===== config.mk =====
export PLATFORM = sky130hd
export DESIGN_NAME = disc_sector_seek_and_chunker_flat
export DESIGN_NICKNAME = d
export VERILOG_FILES = /design/src/sv/dssc_pkg.sv /design/src/sv/dssc_if.sv /design/src/sv/dssc_queue.sv /design/src/sv/dssc_back.sv /design/src/sv/disc_sector_seek_and_chunker.sv /design/src/flat_wrapper.sv
export SDC_FILE = /design/constraint.sdc
export NUM_CORES = 2
export LEC_CHECK = 0
export CORE_MARGIN = 1.5
export CORE_UTILIZATION = 45
export CTS_CLUSTER_DIAMETER = 40
export CTS_CLUSTER_SIZE = 16
export DETAILED_ROUTE_END_ITERATION = 8
export DONT_BUFFER_PORTS = 1
export PLACE_DENSITY = 0.69
export SYNTH_ARGS = -nofsm -noshare
export SYNTH_HDL_FRONTEND = slang
export SYNTH_SLANG_ARGS = --single-unit

===== constraint.sdc =====
create_clock -name clk -period 14.4 [get_ports clk]
set_input_delay 2.16 -clock clk [delete_from_list [all_inputs] [get_ports clk]]
set_output_delay 2.16 -clock clk [all_outputs]
set_load 0.01 [all_outputs]

===== src/sv/dssc_pkg.sv =====
`default_nettype none
package dssc_pkg;
  localparam int REGIONS = 16;
  localparam int SLOT_W = $clog2(REGIONS);
  localparam int CNT_W = $clog2(REGIONS + 1);
  localparam int QDEPTH = 2;

  typedef enum logic [2:0] {
    ACT_LOAD  = 3'd0,
    ACT_DSEEK = 3'd1,
    ACT_ASEEK = 3'd2,
    ACT_BEGIN = 3'd3,
    ACT_END   = 3'd4
  } action_t;

  localparam logic [0:0] CFG_DISC_TYPE = 1'b0;
  localparam logic [0:0] CFG_REGION_COUNT = 1'b1;
  localparam logic [7:0] DISC_XA = 8'h20;
  localparam logic [7:0] AUDIO_MODE = 8'h12;
  localparam logic [10:0] SECTOR_WORDS = 11'd1176;

  typedef struct packed {
    logic [2:0]  action;
    logic [3:0]  region_slot;
    logic [23:0] region_first_sector;
    logic [7:0]  region_kind;
    logic [31:0] region_block_base;
    logic [23:0] sector;
    logic [7:0]  read_mode;
  } in_item_t;

  typedef struct packed {
    logic        ok;
    logic [31:0] file_block;
    logic [7:0]  found_kind;
    logic [7:0]  offset_words;
    logic [8:0]  length_words;
    logic        discard_buffer;
    logic        fetch_buffer;
    logic        sector_done;
  } out_item_t;

  typedef enum logic [1:0] {
    ST_IDLE,
    ST_SCAN,
    ST_DONE
  } seek_state_t;

  typedef struct packed {
    logic        ok;
    logic [7:0]  lead;
    logic [7:0]  trail;
  } mode_dec_t;

  function automatic mode_dec_t decode_mode(input logic [7:0] mode, input logic [7:0] kind,
                                            input logic xa);
    mode_dec_t r;
    logic dt;
    logic [7:0] b;
    logic [7:0] a;
    logic good;
    dt = kind[2];
    b = 8'd0;
    a = 8'd0;
    good = 1'b1;
    unique case (mode[3:1])
      3'd0: begin
        if (!mode[4]) begin
          if (!dt) good = 1'b0;
          else if (xa) begin
            a = 8'd140;
            if (!mode[6]) b = 8'd4;
          end else a = 8'd144;
        end
      end
      3'd1: if (dt) good = 1'b0;
      3'd2, 3'd3: begin
        if (mode[3:1] == 3'd2) a = 8'd144;
        if (!dt || xa) good = 1'b0;
      end
      3'd4, 3'd5: begin
        a = (mode[3:1] == 3'd4) ? 8'd140 : 8'd2;
        if (!dt || !xa) good = 1'b0;
        if (!mode[6]) b = 8'd4;
      end
      3'd6: ;
      default: good = 1'b0;
    endcase
    if (mode[4]) begin
      b = 8'd0;
      a = 8'd0;
    end else if (!mode[5]) good = 1'b0;
    else if (!mode[7]) b = b + 8'd8;
    r.ok = good;
    r.lead = b;
    r.trail = a;
    return r;
  endfunction
endpackage
`default_nettype wire


===== src/sv/dssc_if.sv =====
`default_nettype none
interface dssc_in_if;
  logic valid;
  logic ready;
  dssc_pkg::in_item_t data;
  modport source(output valid, output data, input ready);
  modport sink(input valid, input data, output ready);
endinterface

interface dssc_out_if;
  logic valid;
  logic ready;
  dssc_pkg::out_item_t data;
  modport source(output valid, output data, input ready);
  modport sink(input valid, input data, output ready);
endinterface

interface dssc_cfg_if;
  logic valid;
  logic ready;
  logic [0:0] index;
  logic [7:0] wdata;
  modport source(output valid, output index, output wdata, input ready);
  modport sink(input valid, input index, input wdata, output ready);
endinterface
`default_nettype wire


===== src/sv/dssc_queue.sv =====
`default_nettype none
module dssc_queue (
  input  wire logic                 clk,
  input  wire logic                 rst_n,
  input  wire logic                 push,
  input  wire dssc_pkg::in_item_t   push_data,
  output logic                      full,
  input  wire logic                 pop,
  output logic                      empty,
  output dssc_pkg::in_item_t        pop_data
);
  localparam int AW = $clog2(dssc_pkg::QDEPTH);
  dssc_pkg::in_item_t mem [dssc_pkg::QDEPTH];
  logic [AW-1:0] wp_r, rp_r;
  logic [AW:0] cnt_r;

  assign full = (cnt_r == (AW+1)'(dssc_pkg::QDEPTH));
  assign empty = (cnt_r == '0);
  assign pop_data = mem[rp_r];

  always_ff @(posedge clk) begin
    if (push && !full) mem[wp_r] <= push_data;
  end

  always_ff @(posedge clk) begin
    if (!rst_n) begin
      wp_r <= '0;
      rp_r <= '0;
      cnt_r <= '0;
    end else begin
      if (push && !full) wp_r <= wp_r + 1'b1;
      if (pop && !empty) rp_r <= rp_r + 1'b1;
      cnt_r <= cnt_r + (AW+1)'(push && !full) - (AW+1)'(pop && !empty);
    end
  end

  property p_no_overflow;
    @(posedge clk) disable iff (!rst_n) full |=> cnt_r <= (AW+1)'(dssc_pkg::QDEPTH);
  endproperty
  a_no_overflow: assert property (p_no_overflow) else $error("queue overflow");
  a_count: assert property (@(posedge clk) disable iff (!rst_n)
    (push && !full && !(pop && !empty)) |=> cnt_r == $past(cnt_r) + 1'b1)
    else $error("queue count");
  a_empty_pop: assert property (@(posedge clk) disable iff (!rst_n)
    empty |=> cnt_r <= 1) else $error("queue empty pop");
endmodule
`default_nettype wire


===== src/sv/dssc_back.sv =====
`default_nettype none
module dssc_back (
  input  wire logic               clk,
  input  wire logic               rst_n,
  input  wire logic               q_empty,
  input  wire dssc_pkg::in_item_t q_data,
  output logic                    q_pop,
  input  wire logic [7:0]         disc_type,
  input  wire logic [dssc_pkg::CNT_W-1:0] region_count,
  dssc_out_if.source              out_ch
);
  dssc_pkg::seek_state_t st_r, st_nxt;
  logic [23:0] start_mem [dssc_pkg::REGIONS];
  logic [7:0]  kind_mem [dssc_pkg::REGIONS];
  logic [31:0] base_mem [dssc_pkg::REGIONS];

  logic [dssc_pkg::CNT_W-1:0] idx_r, idx_nxt, cnt;
  logic [23:0] rd_start_r;
  logic [7:0]  rd_kind_r;
  logic [31:0] rd_base_r;
  logic        found_r, found_nxt;
  logic [7:0]  fkind_r, fkind_nxt;
  logic [31:0] blk_r, blk_nxt;
  logic [7:0]  offs_r, offs_nxt;
  logic [23:0] diff;
  logic [31:0] raw;

  logic [7:0]  boff_r, boff_nxt;
  logic [3:0]  shead_r, shead_nxt;
  logic [7:0]  stail_r, stail_nxt;
  logic [10:0] pay_r, pay_nxt;
  logic [10:0] done_r, done_nxt;
  logic        stale_r, stale_nxt;
  logic [8:0]  clen_r, clen_nxt;

  logic        ov_r, ov_nxt;
  dssc_pkg::out_item_t o_r, o_nxt;
  dssc_pkg::mode_dec_t md;
  logic [7:0]  mode;
  logic [10:0] rem, wd;
  logic [8:0]  room;
  logic [7:0]  bo;
  logic        stl;
  logic        can_out;

  assign cnt = (region_count > dssc_pkg::CNT_W'(dssc_pkg::REGIONS))
             ? dssc_pkg::CNT_W'(dssc_pkg::REGIONS) : region_count;
  assign diff = q_data.sector - rd_start_r;
  assign raw = 32'(diff) * 32'd147;
  assign mode = (q_data.action == dssc_pkg::ACT_DSEEK) ? q_data.read_mode
                                                       : dssc_pkg::AUDIO_MODE;
  assign md = dssc_pkg::decode_mode(mode, fkind_r, disc_type == dssc_pkg::DISC_XA);
  assign can_out = !ov_r || out_ch.ready;
  assign out_ch.valid = ov_r;
  assign out_ch.data = o_r;

  always_ff @(posedge clk) begin
    if (!q_empty && can_out && st_r == dssc_pkg::ST_IDLE &&
        q_data.action == dssc_pkg::ACT_LOAD) begin
      start_mem[q_data.region_slot[dssc_pkg::SLOT_W-1:0]] <= q_data.region_first_sector;
      kind_mem[q_data.region_slot[dssc_pkg::SLOT_W-1:0]] <= q_data.region_kind;
      base_mem[q_data.region_slot[dssc_pkg::SLOT_W-1:0]] <= q_data.region_block_base;
    end
  end

  // table entry for the next scan index
  always_ff @(posedge clk) begin
    rd_start_r <= start_mem[idx_nxt[dssc_pkg::SLOT_W-1:0]];
    rd_kind_r <= kind_mem[idx_nxt[dssc_pkg::SLOT_W-1:0]];
    rd_base_r <= base_mem[idx_nxt[dssc_pkg::SLOT_W-1:0]];
  end

  always_comb begin
    st_nxt = st_r;
    idx_nxt = idx_r;
    found_nxt = found_r;
    fkind_nxt = fkind_r;
    blk_nxt = blk_r;
    offs_nxt = offs_r;
    boff_nxt = boff_r;
    shead_nxt = shead_r;
    stail_nxt = stail_r;
    pay_nxt = pay_r;
    done_nxt = done_r;
    stale_nxt = stale_r;
    clen_nxt = clen_r;
    ov_nxt = ov_r && !out_ch.ready;
    o_nxt = o_r;
    q_pop = 1'b0;
    rem = '0;
    room = '0;
    wd = '0;
    bo = boff_r;
    stl = stale_r;
    unique case (st_r)
      dssc_pkg::ST_IDLE: begin
        if (!q_empty && can_out) begin
          o_nxt = '0;
          o_nxt.ok = 1'b1;
          if (q_data.action == dssc_pkg::ACT_DSEEK ||
              q_data.action == dssc_pkg::ACT_ASEEK) begin
            st_nxt = dssc_pkg::ST_SCAN;
            idx_nxt = '0;
            found_nxt = 1'b0;
            fkind_nxt = 8'hff;
            blk_nxt = '0;
            offs_nxt = '0;
          end else begin
            q_pop = 1'b1;
            ov_nxt = 1'b1;
            if (q_data.action == dssc_pkg::ACT_BEGIN) begin
              if (done_r == '0) begin
                if (9'(shead_r) > 9'd255 - 9'(bo)) begin
                  if (stl) o_nxt.discard_buffer = 1'b1;
                  stl = 1'b1;
                end
                bo = bo + 8'(shead_r);
              end
              if (stl) begin
                o_nxt.fetch_buffer = 1'b1;
                stl = 1'b0;
              end
              rem = (done_r < pay_r) ? pay_r - done_r : '0;
              room = 9'd256 - 9'(bo);
              clen_nxt = (11'(room) < rem) ? room : 9'(rem);
              o_nxt.offset_words = bo;
              o_nxt.length_words = clen_nxt;
              boff_nxt = bo;
              stale_nxt = stl;
            end else if (q_data.action == dssc_pkg::ACT_END) begin
              wd = done_r + 11'(clen_r);
              bo = boff_r + clen_r[7:0];
              if (bo == '0) stl = 1'b1;
              o_nxt.length_words = clen_r;
              if (wd >= pay_r) begin
                wd = '0;
                if (stail_r > 8'd255 - bo) begin
                  if (stl) o_nxt.discard_buffer = 1'b1;
                  stl = 1'b1;
                end
                bo = bo + stail_r;
                o_nxt.sector_done = 1'b1;
              end
              o_nxt.offset_words = bo;
              done_nxt = wd;
              boff_nxt = bo;
              stale_nxt = stl;
            end
          end
        end
      end
      dssc_pkg::ST_SCAN: begin
        if (idx_r < cnt && q_data.sector >= rd_start_r) begin
          found_nxt = 1'b1;
          fkind_nxt = rd_kind_r;
          offs_nxt = {raw[4:0], 3'b000};
          blk_nxt = {5'd0, raw[31:5]} + rd_base_r;
          idx_nxt = idx_r + 1'b1;
        end else st_nxt = dssc_pkg::ST_DONE;
      end
      dssc_pkg::ST_DONE: begin
        q_pop = 1'b1;
        ov_nxt = 1'b1;
        st_nxt = dssc_pkg::ST_IDLE;
        o_nxt.file_block = blk_r;
        o_nxt.found_kind = fkind_r;
        o_nxt.offset_words = offs_r;
        o_nxt.ok = found_r && md.ok;
        if (found_r && md.ok && q_data.action == dssc_pkg::ACT_DSEEK) begin
          pay_nxt = dssc_pkg::SECTOR_WORDS - 11'(md.lead) - 11'(md.trail);
          boff_nxt = offs_r;
          shead_nxt = md.lead[3:0];
          stail_nxt = md.trail;
          stale_nxt = 1'b1;
          done_nxt = '0;
        end
      end
      default: st_nxt = dssc_pkg::ST_IDLE;
    endcase
  end

  always_ff @(posedge clk) begin
    if (!rst_n) begin
      st_r <= dssc_pkg::ST_IDLE;
      ov_r <= 1'b0;
      boff_r <= '0;
      shead_r <= '0;
      stail_r <= '0;
      pay_r <= '0;
      done_r <= '0;
      stale_r <= 1'b0;
      clen_r <= '0;
    end else begin
      st_r <= st_nxt;
      ov_r <= ov_nxt;
      boff_r <= boff_nxt;
      shead_r <= shead_nxt;
      stail_r <= stail_nxt;
      pay_r <= pay_nxt;
      done_r <= done_nxt;
      stale_r <= stale_nxt;
      clen_r <= clen_nxt;
    end
  end

  always_ff @(posedge clk) begin
    idx_r <= idx_nxt;
    found_r <= found_nxt;
    fkind_r <= fkind_nxt;
    blk_r <= blk_nxt;
    offs_r <= offs_nxt;
    o_r <= o_nxt;
  end

  a_scan_ready: assert property (@(posedge clk) disable iff (!rst_n)
    st_r == dssc_pkg::ST_DONE |-> can_out) else $error("seek finish without room");
  a_pop_out: assert property (@(posedge clk) disable iff (!rst_n)
    q_pop |=> ov_r) else $error("popped item without result");
  a_scan_bound: assert property (@(posedge clk) disable iff (!rst_n)
    st_r == dssc_pkg::ST_SCAN |-> idx_r <= cnt) else $error("scan past count");
  a_chunk_len: assert property (@(posedge clk) disable iff (!rst_n)
    clen_r <= 9'd256) else $error("chunk length");
endmodule
`default_nettype wire


===== src/sv/disc_sector_seek_and_chunker.sv =====
// Disc sector seek and transfer chunker.
// Channels: in_ (action and payload), out_ (one result per accepted item),
// cfg_ (register write: index 0 disc_type, 1 region_count; always ready).
// A transaction completes where valid and ready are both high.
// The front accepts items into a two-entry queue; the back executes them.
// Load, begin chunk and end chunk are executed directly by the back; a seek scans the
// region table one entry per cycle, over at most region_count entries, capped at 16.
// The output register holds a result while out_ready is low; the back then
// stalls and the queue fills, after which in_ready drops.
// Reset (rst_n low, synchronous) clears the chunk state, registers and
// queue; the region table is undefined until loaded.
`default_nettype none
module disc_sector_seek_and_chunker (
  input  wire logic clk,
  input  wire logic rst_n,
  dssc_in_if.sink   in_ch,
  dssc_out_if.source out_ch,
  dssc_cfg_if.sink  cfg_ch
);
  logic [7:0] disc_type_r;
  logic [4:0] region_count_r;
  logic q_full, q_empty, q_pop;
  dssc_pkg::in_item_t q_data;

  assign cfg_ch.ready = 1'b1;
  assign in_ch.ready = !q_full;

  always_ff @(posedge clk) begin
    if (!rst_n) begin
      disc_type_r <= '0;
      region_count_r <= '0;
    end else if (cfg_ch.valid) begin
      unique case (cfg_ch.index)
        dssc_pkg::CFG_DISC_TYPE: disc_type_r <= cfg_ch.wdata;
        dssc_pkg::CFG_REGION_COUNT: region_count_r <= cfg_ch.wdata[4:0];
        default: ;
      endcase
    end
  end

  dssc_queue u_queue (
    .clk(clk), .rst_n(rst_n),
    .push(in_ch.valid), .push_data(in_ch.data), .full(q_full),
    .pop(q_pop), .empty(q_empty), .pop_data(q_data)
  );

  dssc_back u_back (
    .clk(clk), .rst_n(rst_n),
    .q_empty(q_empty), .q_data(q_data), .q_pop(q_pop),
    .disc_type(disc_type_r), .region_count(region_count_r),
    .out_ch(out_ch)
  );
endmodule
`default_nettype wire


===== src/flat_wrapper.sv =====
// flat-port wrapper written by rule: the top's interface ports become plain ports
module disc_sector_seek_and_chunker_flat 
  (clk, rst_n, in_ch_valid, in_ch_data, in_ch_ready, out_ch_valid, out_ch_data, out_ch_ready, cfg_ch_valid, cfg_ch_index, cfg_ch_wdata, cfg_ch_ready);
  dssc_in_if in_ch_i ();
  dssc_out_if out_ch_i ();
  dssc_cfg_if cfg_ch_i ();
  input  wire logic clk;
  input  wire logic rst_n;
  input wire logic [$bits(in_ch_i.valid)-1:0] in_ch_valid;
  input wire logic [$bits(in_ch_i.data)-1:0] in_ch_data;
  output wire logic [$bits(in_ch_i.ready)-1:0] in_ch_ready;
  output wire logic [$bits(out_ch_i.valid)-1:0] out_ch_valid;
  output wire logic [$bits(out_ch_i.data)-1:0] out_ch_data;
  input wire logic [$bits(out_ch_i.ready)-1:0] out_ch_ready;
  input wire logic [$bits(cfg_ch_i.valid)-1:0] cfg_ch_valid;
  input wire logic [$bits(cfg_ch_i.index)-1:0] cfg_ch_index;
  input wire logic [$bits(cfg_ch_i.wdata)-1:0] cfg_ch_wdata;
  output wire logic [$bits(cfg_ch_i.ready)-1:0] cfg_ch_ready;
  assign in_ch_i.valid = in_ch_valid;
  assign in_ch_i.data = in_ch_data;
  assign in_ch_ready = in_ch_i.ready;
  assign out_ch_valid = out_ch_i.valid;
  assign out_ch_data = out_ch_i.data;
  assign out_ch_i.ready = out_ch_ready;
  assign cfg_ch_i.valid = cfg_ch_valid;
  assign cfg_ch_i.index = cfg_ch_index;
  assign cfg_ch_i.wdata = cfg_ch_wdata;
  assign cfg_ch_ready = cfg_ch_i.ready;
  disc_sector_seek_and_chunker u_core (.clk(clk), .rst_n(rst_n), .in_ch(in_ch_i), .out_ch(out_ch_i), .cfg_ch(cfg_ch_i));
endmodule

==> results <==
- The sequential area share after synthesis is 66.94%.
- Entering global routing, the biggest net connects 175 pins.
- The kind of critical path is reg -> reg.
- The flow ran to the end, and the final reports show no timing, DRC or antenna violations.
- The width of the die is 379.9 um.
- The post-CTS setup-driven buffer insertion count is 0.
- The number of synthesized flops with an enable pin is 1336.
- The pre-antenna-repair detailed-routing pass consisted of 5 iterations.
- The cell count of the worst reg-to-reg path is 33.
- Setup violations remaining at the end of the flow were counted as 0.
- The start point of the worst hold path is u_core.disc_type_r[6].
- The clock tree from TritonCTS is built.
- In the synthesized netlist, the number of instances is 4543.
- The worst path in the final design needs a cycle of 9883 ps, including I/O delays and setup.
- The count of buffers added on input and output ports is 0.
- For this block, the routed nets add up to 151.1 mm of wire.
- The global routing usage summed across all routing layers is 20.50%.
- The number of register bits inferred by synthesis is 1469.
- Compared with the post-synthesis result, the final layout area differs by 13.08%.
- The initialized floorplan defines 138 standard-cell rows.
- Along the worst hold path, the cell count comes to 2.
- At the later pin of the worst-skew pair, clock insertion delay measures 800 ps.
- For this block, the initial DRC count from the detailed router was 3521.
- The launching element type of the critical path is a flop.
- The first-pass GRT wire length is 222.4 mm.
- Between clock sinks in the finished design, the worst skew comes to 57.16 ps.
- In this run, post-CTS repair resized a total of 0 instances.
- The highest clock rate is 101.2 MHz.
- Setup repair after global routing left no endpoint under its margin.
- Measured along the y axis, the die boundary spans 379.9 um.
- The post-synthesis share of cell area spent on xor and xnor gates is 1.807%.
- The hold buffer count at CTS is 0.
- Leaving out fill and tap cells, the most frequent cell in the layout is sky130_fd_sc_hd__edfxtp_1.
- In the routed design, unresolved DRC markers number 0.
- The slew of the pin with the lowest slew margin is 1099 ps.
- At the end of routability-driven placement, the weighted congestion stood at 0.8762.
- Summing the areas of all compound-gate instances in the mapped netlist gives 9.679% of the synthesized area.
- The clock slew seen by the registers of the worst setup and hold paths is 60 ps.
- The core region is 141200 um2.
- The max-slew violation count was 0.
- The mean instance size in the synthesized netlist is 14.07 um2.
- The biggest fanout along the worst timing path is 40.
- The master cell of the clock root buffer is sky130_fd_sc_hd__clkbuf_16.
- After synthesis, the share of cell area in mux cells is 7.020%.
- Counting flops with an async set or reset pin after synthesis yields a share of 0%.
- The die covers 144300 um2.
- On the critical path, the stage with the largest delay is an instance of sky130_fd_sc_hd__dfxtp_4.
- Across all layers, the routed design uses 37330 vias.
- The initial antenna violation count was 19.
- The worst-case clock buffer depth is 3.
- In this run the critical register-to-register path is captured at u_core.u_back.blk_r[30].
- Once detail routing completed, the nets flagged for antenna violations numbered 0.
- The type of destination of the critical path is a flop.
- The hold-critical path endpoint is u_core.disc_type_r[6].
- By instance count, the cell type seen most on the critical path is sky130_fd_sc_hd__a21oi_1.
- Synthesis instantiated 92 different standard cells from the library.
- Leaving out fill and tap cells, the most frequent cells in the layout are sky130_fd_sc_hd__edfxtp_1 (1336), sky130_fd_sc_hd__nand2_1 (512), sky130_fd_sc_hd__a21oi_1 (382).
- The peak per-stage delay on the critical path is 730 ps.
- The net count of the finished layout is 4927.
- Summed over all nets, the half-perimeter wirelength after detailed placement is 89.01 mm.
- The critical path data arrival time is 10360 ps.
- After synthesis, the largest family of logic cells by area is compound AO/OA/AOI/OAI gates.
- Dividing the detail-routed via count by the number of cells gives 5.642.
- The total count of hold-check failures in the final report is 0.
- The count of yosys warnings during synthesis is 0.
- The share of final-layout standard cells stronger than drive strength 1 is 11.29%.
- The total overflow left after global routing is 0.
- The number of maximum-capacitance violations is 0.
- The share of synthesized cell area in and, or, nand and nor gates is 6.484%.
- The post-synthesis adder-cell area fraction is 5.247%.
- The worst min-delay path class is reg -> reg.
- The number of clock sinks is 1469.
- The total clock buffers created by CTS is 177.
- After detailed routing, the average wire length per cell comes to 22.84 um.
- The H-tree generated during clock tree synthesis spans 4 levels.
- The required time reported for the critical path endpoint is 14880 ps.
- Among all flip-flop cells after synthesis, the most frequent one is sky130_fd_sc_hd__edfxtp_1.
- During I/O placement, the number of pins put on the boundary was 181.
- The final cycle utilization of the critical path is 68.63%.
- The number of global-route vias before repair came to 36020.
- Measured against its own limit, the worst slew margin works out to 26.32%.
- The worst register-to-register path has a setup slack of 4520 ps.
- Summing every instance area after synthesis gives 63910 um2.
- The initial utilization of the core area, before any placement, comes to 45.25%.
- Setup total negative slack on the finished layout was measured at 0 ps.
- When the netlist entered floorplanning its net count stood at 4901.
## cell families (layout without fill, tap and decap cells)
group	after synthesis	after routing
muxes	435	435
other	1	5
AOI/OAI and AO/OA	916	916
adders and majority gates	241	241
and+or+nand+nor	939	939
buffers and inverters	411	591
DFF	1469	1469
xor gates and xnor gates	131	131
## area by class of cell
class	instances	area [um2]
inverter	195	744.5
sequential	1469	42780
timing repair buffer	63	498.0
antenna	4	10.01
clock inverter	128	1664
clock buffer	205	4688
tap	1890	2365
multi-input combinational	2663	19520
fill	11730	68970
## sequential cells by signal (all words and copies together), names as in the netlist, 3 cells and up, named ones only
signal / count
u_core.u_back.base_mem: 512
u_core.u_back.start_mem: 384
u_core.u_queue.mem: 204
u_core.u_back.kind_mem: 128
u_core.u_back.out_ch.data: 61
u_core.u_back.blk_r: 32
u_core.u_back.rd_base_r: 32
u_core.u_back.rd_start_r: 24
u_core.u_back.done_r: 11
u_core.u_back.pay_r: 10
u_core.u_back.clen_r: 9
u_core.disc_type_r: 8
u_core.u_back.boff_r: 8
u_core.u_back.fkind_r: 8
u_core.u_back.rd_kind_r: 8
u_core.region_count_r: 5
u_core.u_back.idx_r: 5
u_core.u_back.offs_r: 5
u_core.u_back.stail_r: 3
## critical path, delay by kind of cell (launching register included)
kind | cells | cell delay (ps)
DFF | 1 | 730
and+or+nand+nor | 5 | 1180
AOI/OAI and AO/OA | 15 | 4040
xor gates and xnor gates | 4 | 1070
adders and majority gates | 5 | 1900
muxes | 1 | 400
buffers and inverters | 3 | 180
## stage by stage
stage / area [um2] / instances / utilization [%] / worst slack [ps] / hold slack [ps]
2_1_floorplan: 63910 / 4543 / - / 5711 / 431.6
3_3_place_gp: 65910 / 6280 / 46.66 / 4764 / 442.9
3_5_place_dp: 65910 / 6280 / 46.66 / 4710 / 450.7
4_1_cts: 72260 / 6613 / 51.16 / 4667 / 458.5
5_1_grt: 72270 / 6615 / 51.17 / 3962 / 479.4
6_report: 72270 / 6617 / 51.17 / 4517 / 457.0
## synth_stat cells (5+ instances only)
library cell                   n  area [um2]
sky130_fd_sc_hd__nand2b_1     19       118.9
sky130_fd_sc_hd__or4_1         5       37.54
sky130_fd_sc_hd__o211ai_1      8       60.06
sky130_fd_sc_hd__fa_1         45       900.9
sky130_fd_sc_hd__a22oi_1     131       983.4
sky130_fd_sc_hd__a221o_1      64       640.6
sky130_fd_sc_hd__nand2_1     512        1922
sky130_fd_sc_hd__a21o_1       43       322.8
sky130_fd_sc_hd__a2111oi_0     5       43.79
sky130_fd_sc_hd__and3_1       20       125.1
sky130_fd_sc_hd__o21bai_1     16       120.1
sky130_fd_sc_hd__a211oi_1     18       135.1
sky130_fd_sc_hd__xor2_1       61       534.3
sky130_fd_sc_hd__buf_4        21       157.7
sky130_fd_sc_hd__nand4_1      19       118.9
sky130_fd_sc_hd__buf_2        66       330.3
sky130_fd_sc_hd__mux2_2       92        1036
sky130_fd_sc_hd__o21a_1       25       187.7
sky130_fd_sc_hd__nand3_1      43       215.2
sky130_fd_sc_hd__ha_1        196        2452
sky130_fd_sc_hd__and2_1       60       375.4
sky130_fd_sc_hd__xnor2_1      69       604.3
sky130_fd_sc_hd__and4_1        5       43.79
sky130_fd_sc_hd__buf_1        20       75.07
sky130_fd_sc_hd__o21ai_1       5       25.02
sky130_fd_sc_hd__nor3_1       34       170.2
sky130_fd_sc_hd__clkbuf_1     96       360.4
sky130_fd_sc_hd__dfxtp_1     133        2663
sky130_fd_sc_hd__a21boi_0      5       37.54
sky130_fd_sc_hd__edfxtp_1   1336       40120
sky130_fd_sc_hd__or3_1         7       43.79
sky130_fd_sc_hd__inv_1       192       720.7
sky130_fd_sc_hd__a31oi_1      12       75.07
sky130_fd_sc_hd__o21ai_0      74       370.4
sky130_fd_sc_hd__nor4_1       12       75.07
sky130_fd_sc_hd__or2_2        13       81.33
sky130_fd_sc_hd__mux2i_1     341        3413
sky130_fd_sc_hd__nor2_1      160       600.6
sky130_fd_sc_hd__nor2b_1      14       87.58
sky130_fd_sc_hd__o31ai_1      10       75.07
sky130_fd_sc_hd__a32o_1       67       670.6
sky130_fd_sc_hd__a21oi_1     382        1912
sky130_fd_sc_hd__buf_6        13       146.4
## metal layers
layer / GRT usage, % / share of wire (%)
met1: 27.90 / 42
met5: 0 / 0.056
met4: 7.504 / 3.1
met3: 4.553 / 8.3
met2: 32.29 / 46
## worst max-delay path by stage
stage	slack (ps)	endpoint	start
CTS	4670	u_core.u_back.blk_r[30]	flop
global route	3960	u_core.u_back.blk_r[30]	flop
finish	4520	u_core.u_back.blk_r[30]	flop
global placement	4760	u_core.u_back.blk_r[28]	flop
detailed placement	4710	u_core.u_back.blk_r[30]	flop
floorplan	5710	u_core.u_back.blk_r[28]	flop
Power is not shown: default switching activity piles up to over one toggle a cycle in this logic, so the estimate is an artifact.
